File: src/udpck_pkg.sv
// udpck_pkg: shared types, constants and the one's-complement fold for the
// UDP pseudo-header checksum core. No dependencies.
`default_nettype none

package udpck_pkg;

  // Default depth of the queue between the front and back parts
  localparam int QUEUE_DEPTH = 4;

  // Byte count codes of an input transaction
  localparam logic [1:0] BC_EMPTY = 2'd0;
  localparam logic [1:0] BC_ONE   = 2'd1;
  localparam logic [1:0] BC_TWO   = 2'd2;
  localparam logic [1:0] BC_THREE = 2'd3;

  localparam logic [15:0] WORD_ONES   = 16'hFFFF;
  localparam logic [16:0] PAYLOAD_MAX = 17'h1FFFF;
  localparam logic [17:0] UDP_HDR_LEN = 18'd8;

  typedef struct packed {
    logic        first_item;
    logic        last_item;
    logic [15:0] data_word;
    logic [1:0]  byte_count;
    logic [31:0] src_addr;
    logic [31:0] dst_addr;
    logic [7:0]  protocol;
    logic [15:0] src_port;
    logic [15:0] dst_port;
  } in_item_t;

  typedef struct packed {
    logic [15:0] checksum;
    logic [15:0] udp_length;
    logic        length_overflow;
    logic        odd_byte_misplaced;
  } out_item_t;

  // Classified transaction as it travels through the queue
  typedef struct packed {
    logic        first;
    logic        last;
    logic        udp;
    logic        misplaced;
    logic [1:0]  cnt;
    logic [15:0] addend;
  } q_entry_t;

  // Finished datagram waiting for the final complement
  typedef struct packed {
    logic        udp;
    logic        flag;
    logic        ovf;
    logic [15:0] len16;
    logic [15:0] sum;
  } fin_t;

  // End-around carry fold of a sum of up to eight 16-bit words
  function automatic logic [15:0] oc_fold(input logic [18:0] s);
    logic [16:0] f1;
    f1 = {1'b0, s[15:0]} + {14'b0, s[18:16]};
    return f1[15:0] + {15'b0, f1[16]};
  endfunction

endpackage

`default_nettype wire

File: src/udp_pseudo_header_checksum_core.sv
// udp_pseudo_header_checksum_core: top level of the UDP pseudo-header
// checksum engine. Uses udpck_pkg, udpck_front, udpck_queue, udpck_back.
//
// Usage:
//   in_valid/in_stall carry one 16-bit payload word per transaction, first
//   byte in the upper half, with first_item/last_item framing marks. On a
//   first item in UDP mode the addresses, protocol and ports are folded in.
//   out_valid/out_stall carry one result per last item: checksum, the UDP
//   length, a length overflow flag and a flag for a lone byte mid-datagram.
//   cfg_wr_en/cfg_wr_data write udp_mode (reset 1); write it only while idle.
// Throughput: one transaction per cycle while the queue is not full. The
//   front folds each transaction to one addend in its accept cycle; the
//   back adds one addend a cycle unless a last item waits for the finish
//   stage to be free. A last item passes through the queue, the finish
//   stage and the output register, in that order.
// Reset: clears the running sum, byte count, flag, queue and output valid;
//   udp_mode returns to UDP.
// Stall: with out_stall high the result holds in the output register while
//   the finish stage and the queue keep filling; in_stall rises only once
//   the queue is full.
`default_nettype none

module udp_pseudo_header_checksum_core #(
  parameter int QUEUE_DEPTH = udpck_pkg::QUEUE_DEPTH
) (
  input  wire                   clk,
  input  wire                   rst,
  input  wire                   cfg_wr_en,
  input  wire                   cfg_wr_data,
  input  wire                   in_valid,
  output logic                  in_stall,
  input  udpck_pkg::in_item_t   in_item,
  output logic                  out_valid,
  input  wire                   out_stall,
  output udpck_pkg::out_item_t  out_item
);
  import udpck_pkg::*;

  q_entry_t q_wr_data;
  q_entry_t q_rd_data;
  logic     q_push;
  logic     q_pop;
  logic     q_full;
  logic     q_empty;

  // Front: accept and classify each transaction
  udpck_front u_front (
    .clk         (clk),
    .rst         (rst),
    .cfg_wr_en   (cfg_wr_en),
    .cfg_wr_data (cfg_wr_data),
    .in_valid    (in_valid),
    .in_stall    (in_stall),
    .in_item     (in_item),
    .q_full      (q_full),
    .q_push      (q_push),
    .q_wr_data   (q_wr_data)
  );

  // Queue: decouple the accept side from the accumulate side
  udpck_queue #(
    .DEPTH (QUEUE_DEPTH)
  ) u_queue (
    .clk     (clk),
    .rst     (rst),
    .push    (q_push),
    .wr_data (q_wr_data),
    .pop     (q_pop),
    .rd_data (q_rd_data),
    .full    (q_full),
    .empty   (q_empty)
  );

  // Back: accumulate, finish and hold the result for the receiver
  udpck_back u_back (
    .clk       (clk),
    .rst       (rst),
    .head      (q_rd_data),
    .q_empty   (q_empty),
    .q_pop     (q_pop),
    .out_valid (out_valid),
    .out_stall (out_stall),
    .out_item  (out_item)
  );

endmodule

`default_nettype wire

File: src/udpck_front.sv
// udpck_front: holds the mode register, accepts input transactions and
// reduces each one to a single one's-complement addend. Uses udpck_pkg.
`default_nettype none

module udpck_front (
  input  wire                  clk,
  input  wire                  rst,
  input  wire                  cfg_wr_en,
  input  wire                  cfg_wr_data,
  input  wire                  in_valid,
  output logic                 in_stall,
  input  udpck_pkg::in_item_t  in_item,
  input  wire                  q_full,
  output logic                 q_push,
  output udpck_pkg::q_entry_t  q_wr_data
);
  import udpck_pkg::*;

  logic        udp_mode;
  logic        pseudo_en;
  logic [1:0]  cnt_eff;
  logic [15:0] word_term;
  logic [18:0] raw_sum;

  always_ff @(posedge clk) begin
    if (rst) begin
      udp_mode <= 1'b1;
    end else if (cfg_wr_en) begin
      udp_mode <= cfg_wr_data;
    end
  end

  assign in_stall = q_full;
  assign q_push   = in_valid && !q_full;
  assign pseudo_en = in_item.first_item && udp_mode;

  // Treat a count of three as two
  always_comb begin
    if (in_item.byte_count inside {BC_TWO, BC_THREE}) begin
      cnt_eff = BC_TWO;
    end else begin
      cnt_eff = in_item.byte_count;
    end
  end

  always_comb begin
    case (cnt_eff)
      BC_TWO:  word_term = in_item.data_word;
      BC_ONE:  word_term = {in_item.data_word[15:8], 8'h00};
      default: word_term = 16'h0000;
    endcase
  end

  // Pseudo header and port words join the payload word on a first item
  always_comb begin
    raw_sum = {3'b0, word_term};
    if (pseudo_en) begin
      raw_sum = raw_sum
              + {3'b0, in_item.src_addr[31:16]} + {3'b0, in_item.src_addr[15:0]}
              + {3'b0, in_item.dst_addr[31:16]} + {3'b0, in_item.dst_addr[15:0]}
              + {11'b0, in_item.protocol}
              + {3'b0, in_item.src_port} + {3'b0, in_item.dst_port};
    end
  end

  always_comb begin
    q_wr_data.first     = in_item.first_item;
    q_wr_data.last      = in_item.last_item;
    q_wr_data.udp       = udp_mode;
    q_wr_data.misplaced = (cnt_eff == BC_ONE) && !in_item.last_item;
    q_wr_data.cnt       = cnt_eff;
    q_wr_data.addend    = oc_fold(raw_sum);
  end

endmodule

`default_nettype wire

File: src/udpck_queue.sv
// udpck_queue: short register queue of classified transactions between the
// front and back parts. Uses udpck_pkg.
`default_nettype none

module udpck_queue #(
  parameter int DEPTH = udpck_pkg::QUEUE_DEPTH
) (
  input  wire                  clk,
  input  wire                  rst,
  input  wire                  push,
  input  udpck_pkg::q_entry_t  wr_data,
  input  wire                  pop,
  output udpck_pkg::q_entry_t  rd_data,
  output logic                 full,
  output logic                 empty
);
  import udpck_pkg::*;

  localparam int PTR_W = $clog2(DEPTH);
  localparam int CNT_W = $clog2(DEPTH + 1);

  q_entry_t           entries [DEPTH];
  logic [PTR_W-1:0]   rd_ptr;
  logic [PTR_W-1:0]   wr_ptr;
  logic [CNT_W-1:0]   count;

  assign full    = (count == CNT_W'(DEPTH));
  assign empty   = (count == '0);
  assign rd_data = entries[rd_ptr];

  always_ff @(posedge clk) begin
    if (push) begin
      entries[wr_ptr] <= wr_data;
    end
  end

  always_ff @(posedge clk) begin
    if (rst) begin
      rd_ptr <= '0;
      wr_ptr <= '0;
      count  <= '0;
    end else begin
      if (push) begin
        wr_ptr <= (wr_ptr == PTR_W'(DEPTH - 1)) ? '0 : wr_ptr + 1'b1;
      end
      if (pop) begin
        rd_ptr <= (rd_ptr == PTR_W'(DEPTH - 1)) ? '0 : rd_ptr + 1'b1;
      end
      case ({push, pop})
        2'b10:   count <= count + 1'b1;
        2'b01:   count <= count - 1'b1;
        default: count <= count;
      endcase
    end
  end

  a_no_overflow: assert property (@(posedge clk) disable iff (rst)
    push |-> (!full || pop))
    else $error("queue written while full");

  a_no_underflow: assert property (@(posedge clk) disable iff (rst)
    pop |-> !empty)
    else $error("queue read while empty");

endmodule

`default_nettype wire

File: src/udpck_back.sv
// udpck_back: drains the queue into the running sum and byte count, then
// finishes each datagram into the output register. Uses udpck_pkg.
`default_nettype none

module udpck_back (
  input  wire                  clk,
  input  wire                  rst,
  input  udpck_pkg::q_entry_t  head,
  input  wire                  q_empty,
  output logic                 q_pop,
  output logic                 out_valid,
  input  wire                  out_stall,
  output udpck_pkg::out_item_t out_item
);
  import udpck_pkg::*;

  logic [15:0] running_sum;
  logic [16:0] payload_bytes;
  logic        misplaced_flag;

  logic [15:0] running_next;
  logic [16:0] payload_next;
  logic        flag_next;
  logic [16:0] payload_base;
  logic [17:0] payload_sum;
  logic [17:0] total;
  logic        total_ovf;

  fin_t        fin;
  fin_t        fin_next;
  logic        fin_valid;
  logic        fin_adv;
  logic        fin_free;
  logic        out_ready;

  logic [17:0] final_sum;
  logic [15:0] final_fold;
  logic [15:0] ck_udp;
  out_item_t   out_next;

  assign out_ready = !out_valid || !out_stall;
  assign fin_adv   = fin_valid && out_ready;
  assign fin_free  = !fin_valid || fin_adv;
  assign q_pop     = !q_empty && (!head.last || fin_free);

  // Accumulate: a first item restarts the state
  always_comb begin
    running_next = head.first ? head.addend
                 : oc_fold({3'b0, running_sum} + {3'b0, head.addend});
    payload_base = head.first ? 17'h0 : payload_bytes;
    payload_sum  = {1'b0, payload_base} + {16'b0, head.cnt};
    payload_next = payload_sum[17] ? PAYLOAD_MAX : payload_sum[16:0];
    flag_next    = (head.first ? 1'b0 : misplaced_flag) | head.misplaced;
    total        = {1'b0, payload_next} + UDP_HDR_LEN;
    total_ovf    = total[17] || total[16];

    fin_next.udp  = head.udp;
    fin_next.flag = flag_next;
    fin_next.sum  = running_next;
    if (head.udp) begin
      fin_next.ovf   = total_ovf;
      fin_next.len16 = total_ovf ? WORD_ONES : total[15:0];
    end else begin
      fin_next.ovf   = 1'b0;
      fin_next.len16 = 16'h0000;
    end
  end

  always_ff @(posedge clk) begin
    if (rst) begin
      running_sum    <= 16'h0000;
      payload_bytes  <= 17'h0;
      misplaced_flag <= 1'b0;
    end else if (q_pop) begin
      running_sum    <= running_next;
      payload_bytes  <= payload_next;
      misplaced_flag <= flag_next;
    end
  end

  always_ff @(posedge clk) begin
    if (rst) begin
      fin_valid <= 1'b0;
    end else if (q_pop && head.last) begin
      fin_valid <= 1'b1;
    end else if (fin_adv) begin
      fin_valid <= 1'b0;
    end
  end

  always_ff @(posedge clk) begin
    if (q_pop && head.last) begin
      fin <= fin_next;
    end
  end

  // Finish: length word enters twice, so add it shifted left by one
  always_comb begin
    final_sum  = {2'b0, fin.sum} + {1'b0, fin.len16, 1'b0};
    final_fold = oc_fold({1'b0, final_sum});
    ck_udp     = ~final_fold;
    if (ck_udp == 16'h0000) begin
      ck_udp = WORD_ONES;
    end
    out_next.checksum           = fin.udp ? ck_udp : ~fin.sum;
    out_next.udp_length         = fin.len16;
    out_next.length_overflow    = fin.ovf;
    out_next.odd_byte_misplaced = fin.flag;
  end

  always_ff @(posedge clk) begin
    if (rst) begin
      out_valid <= 1'b0;
    end else if (fin_adv) begin
      out_valid <= 1'b1;
    end else if (!out_stall) begin
      out_valid <= 1'b0;
    end
  end

  always_ff @(posedge clk) begin
    if (fin_adv) begin
      out_item <= out_next;
    end
  end

  a_ovf_saturates: assert property (@(posedge clk) disable iff (rst)
    (out_valid && out_item.length_overflow) |-> (out_item.udp_length == WORD_ONES))
    else $error("overflow flagged without saturated length");

  a_udp_nonzero: assert property (@(posedge clk) disable iff (rst)
    (out_valid && (out_item.udp_length != 16'h0000)) |-> (out_item.checksum != 16'h0000))
    else $error("UDP checksum of zero sent");

endmodule

`default_nettype wire
File: config.mk
export PLATFORM = sky130hd
export DESIGN_NAME = udp_pseudo_header_checksum_core
export DESIGN_NICKNAME = d
export VERILOG_FILES = /design/src/udpck_pkg.sv /design/src/udp_pseudo_header_checksum_core.sv /design/src/udpck_front.sv /design/src/udpck_queue.sv /design/src/udpck_back.sv
export SDC_FILE = /design/constraint.sdc
export NUM_CORES = 1
export LEC_CHECK = 0
export BUFFER_PORTS_ARGS = -buffer_cell sky130_fd_sc_hd__buf_2
export CAP_MARGIN = 20
export CELL_PAD_IN_SITES_DETAIL_PLACEMENT = 1
export CELL_PAD_IN_SITES_GLOBAL_PLACEMENT = 2
export CORE_MARGIN = 2
export CORE_UTILIZATION = 40
export CTS_BUF_LIST = sky130_fd_sc_hd__clkbuf_4 sky130_fd_sc_hd__clkbuf_8
export DETAILED_ROUTE_END_ITERATION = 12
export PLACE_DENSITY_LB_ADDON = 0.2
export SETUP_SLACK_MARGIN = 0.02
export SLEW_MARGIN = 15
export SYNTH_ARGS = -nofsm -noshare
export SYNTH_HDL_FRONTEND = slang
export SYNTH_SLANG_ARGS = --single-unit
File: constraint.sdc
create_clock -name clk -period 12.74 [get_ports clk]
set_clock_uncertainty 0.2 [all_clocks]
set_input_delay 1.274 -clock clk [delete_from_list [all_inputs] [get_ports clk]]
set_output_delay 1.274 -clock clk [all_outputs]
set_load 0.05 [all_outputs]
==> impl_metrics.py <==
metrics = {
    "sta": {
        "holdWs_ns": 0.230,
        "finalHoldViolCount": 0,
        "finalSetupViolCount": 0,
        "rsz0062_at_grt": "false",
        "period_minus_slack_ns": 11.30,
        "setup_tns_ns": 0,
        "fmax_ghz": 0.0885,
        "final_max_slew_viol_count": 0,
        "slew_headroom": 0.328,
        "finalCritPeriodShare": 0.887,
        "tightestPinTransition_ns": 1.01,
    },
    "clock_tree": {
        "numCtsBuffers": 35,
        "postCtsSetupRepairBufs": 0,
        "clk_path_buf_depth": 3,
        "clk_pin_slew_ns": 0.07,
        "cts-root-buf": "clkbuf_8",
        "hold_buffers": 0,
        "postCtsResizedCells": 0,
        "h-tree-depth": 2,
        "cts.sinks": 203,
        "insertion_delay_ns": 0.55,
        "cts_tree": "yes",
    },
    "setup_path": {
        "cpMaxStageDelayCell": "fa_1",
        "path_class": "input port to register",
        "cpPeakStageDelay_ns": 0.51,
        "crit_family": "adder cells",
        "crit_path_frequent_cell": "fa_1",
        "cp-end-kind": "register",
        "crit_buf_inv": 4,
        "critPathMaxFanout": 14,
        "crit_start": "in_item[105]",
        "cp-start-kind": "input port",
        "cp.required_ns": 12.87,
        "cp.arrival_ns": 11.43,
    },
    "synth": {
        "synth_ff_type": "edfxtp_1",
        "synth_edf_count": 157,
        "syn-cell-area_mm2": 0.0158,
        "synthCells": 1579,
        "synth_cell_type_count": 90,
        "avgSynthCellArea_um2": 10.0,
        "synth_seq_cells": 203,
        "syn_nets": 1886,
        "async_reset_ff_frac": 0,
        "synth_warnings": 0,
        "ys_seq_area_frac": 0.357,
    },
    "global_route": {
        "grt_pass1_wl_um": 68500,
        "grt_overflow": 0,
        "antenna_found_initial": 4,
        "grtUsageTotal": 0.207,
        "grt_max_degree": 45,
        "grt_pass1_vias": 13400,
    },
    "cells_and_area": {
        "nFillCells": 4406,
        "fin_area_mm2": 0.0180,
        "area_growth_syn_to_layout_pct": 14.3,
        "utilization": 0.465,
        "final_layout_size_suffix_gt1_frac": 0.172,
        "nNetsFinal": 2055,
        "multi_input_area_mm2": 0.00941,
        "seqCellArea_mm2": 0.00564,
    },
    "detailed_routing": {
        "postRouteAntennaNets": 0,
        "wl_per_cell_um": 18.4,
        "route.detailed.drc": 0,
        "vias_per_cell": 5.39,
        "num_vias": 12400,
        "routed_wl_um": 42200,
        "drtIter0Drc": 429,
        "dr.pass1.iters": 4,
    },
    "hold_path": {
        "hold_class": "register to register",
        "holdCritStartpoint": "u_back.fin[33]$_DFFE_PP_",
    },
    "floorplan": {
        "core_area_mm2": 0.0388,
        "dieArea_mm2": 0.0411,
        "die_w_um": 203,
        "boundaryPins": 166,
        "start_util": 0.407,
        "die_y_um": 203,
        "rows": 72,
    },
    "run_status": {
        "outcome": "completed",
    },
    "job": {
        "maxCapViolations": 0,
    },
    "placement": {
        "gp_congestion": 0.852,
        "io_buffers": 165,
        "placed_area_mm2": 0.0172,
        "dp_hpwl_um": 33600,
    },
}
worst reg2reg max path, delay by kind of cell (launching register included):
kind | cells | cell delay (ns)
AOI/OAI and AO/OA | 7 | 1.74
xor gates and xnor gates | 2 | 0.47
buffers and inverters | 1 | 0.40
muxes | 1 | 0.69
DFF | 1 | 0.31
adders and majority gates | 4 | 1.19
and+or+nand+nor | 15 | 3.37
cells by family after synthesis:
group / count (synthesis) / synth area share
AOI/OAI and AO/OA: 344 / 0.146
xor gates and xnor gates: 129 / 0.0725
adders and majority gates: 178 / 0.177
buffers and inverters: 204 / 0.0493
DFF: 203 / 0.357
muxes: 47 / 0.0474
and+or+nand+nor: 474 / 0.151
sequential cells by signal (all words and copies together), names as in the netlist, named ones only:
name and count:
u_queue.wr_ptr 2, u_front.udp_mode 1, u_queue.entries 88, u_queue.count 3, u_back.payload_bytes 17, u_back.misplaced_flag 1
u_back.out_valid 1, u_back.out_item 34, u_queue.rd_ptr 2, u_back.running_sum 16, u_back.fin_valid 1, u_back.fin 35
cells in the final DEF, fill, tap and decap left out, types with 57 or more instances in the layout:
cell type,Yosys,final
xnor2_1,70,70
a21oi_1,96,96
edfxtp_1,157,157
fa_1,77,77
nand2_1,111,111
o21ai_0,71,70
ha_1,100,100
nor2_1,126,126
buf_2,4,165
inv_1,156,156
xor2_1,57,57
routing by layer:
| layer | up-vias | wire length (um) | track usage | share of wire |
|---|---|---|---|---|
| met4 | 6 | 937 | 0.0602 | 0.022 |
| met2 | 221 | 22500 | 0.400 | 0.53 |
| li1 | 5988 | - | - | - |
| met3 | 54 | 1330 | 0.0249 | 0.031 |
| met5 | - | 25 | 0 | 0.00059 |
| met1 | 6092 | 17400 | 0.239 | 0.41 |
path summary, 6_finish.rpt:
check                                     endpoint  slack (ns)  cells after the start
setup / recovery  u_queue.entries[1][15]$_DFFE_PP_        1.44                     44
hold / removal        u_back.out_item[0]$_DFFE_PP_        0.23                      0
setup reg to reg          u_back.fin[14]$_DFFE_PP_        4.13                     30
hold reg to reg       u_back.out_item[0]$_DFFE_PP_        0.23                      0
Yosys cell counts, drive strengths merged (16+ instances only):
cell type  number  area share
nor2          126       0.030
dfxtp          46       0.058
nor3           36       0.012
clkbuf         39      0.0093
xor2           58       0.033
xnor2          71       0.040
mux4           21       0.030
a211oi         25       0.012
ha            100       0.079
nor2b          26       0.010
and2           27       0.011
o21a           19      0.0090
edfxtp        157        0.30
o211ai         17      0.0081
fa             77       0.098
inv           156       0.037
a21oi          96       0.030
nand2         116       0.028
o21ai          72       0.023
nand3          38       0.012
nand2b         16      0.0063
through the flow:
step                instances  setup WS, ns
floorplan                1579          2.23
detailed placement       2228         0.909
finish                   2294          1.44
CTS                      2292          1.46
global route             2293         0.471
global placement         2228          1.37
area by class of cell:
type	instances	area share
clock buffer	50	0.0343
clock inverter	14	0.0110
antenna	1	0.000139
sequential	203	0.312
timing repair buffer	179	0.0527
tap	518	0.0359
multi-input combinational	1172	0.521
inverter	157	0.0326
Power is not shown: default switching activity piles up to over one toggle a cycle in this logic, so the estimate is an artifact.
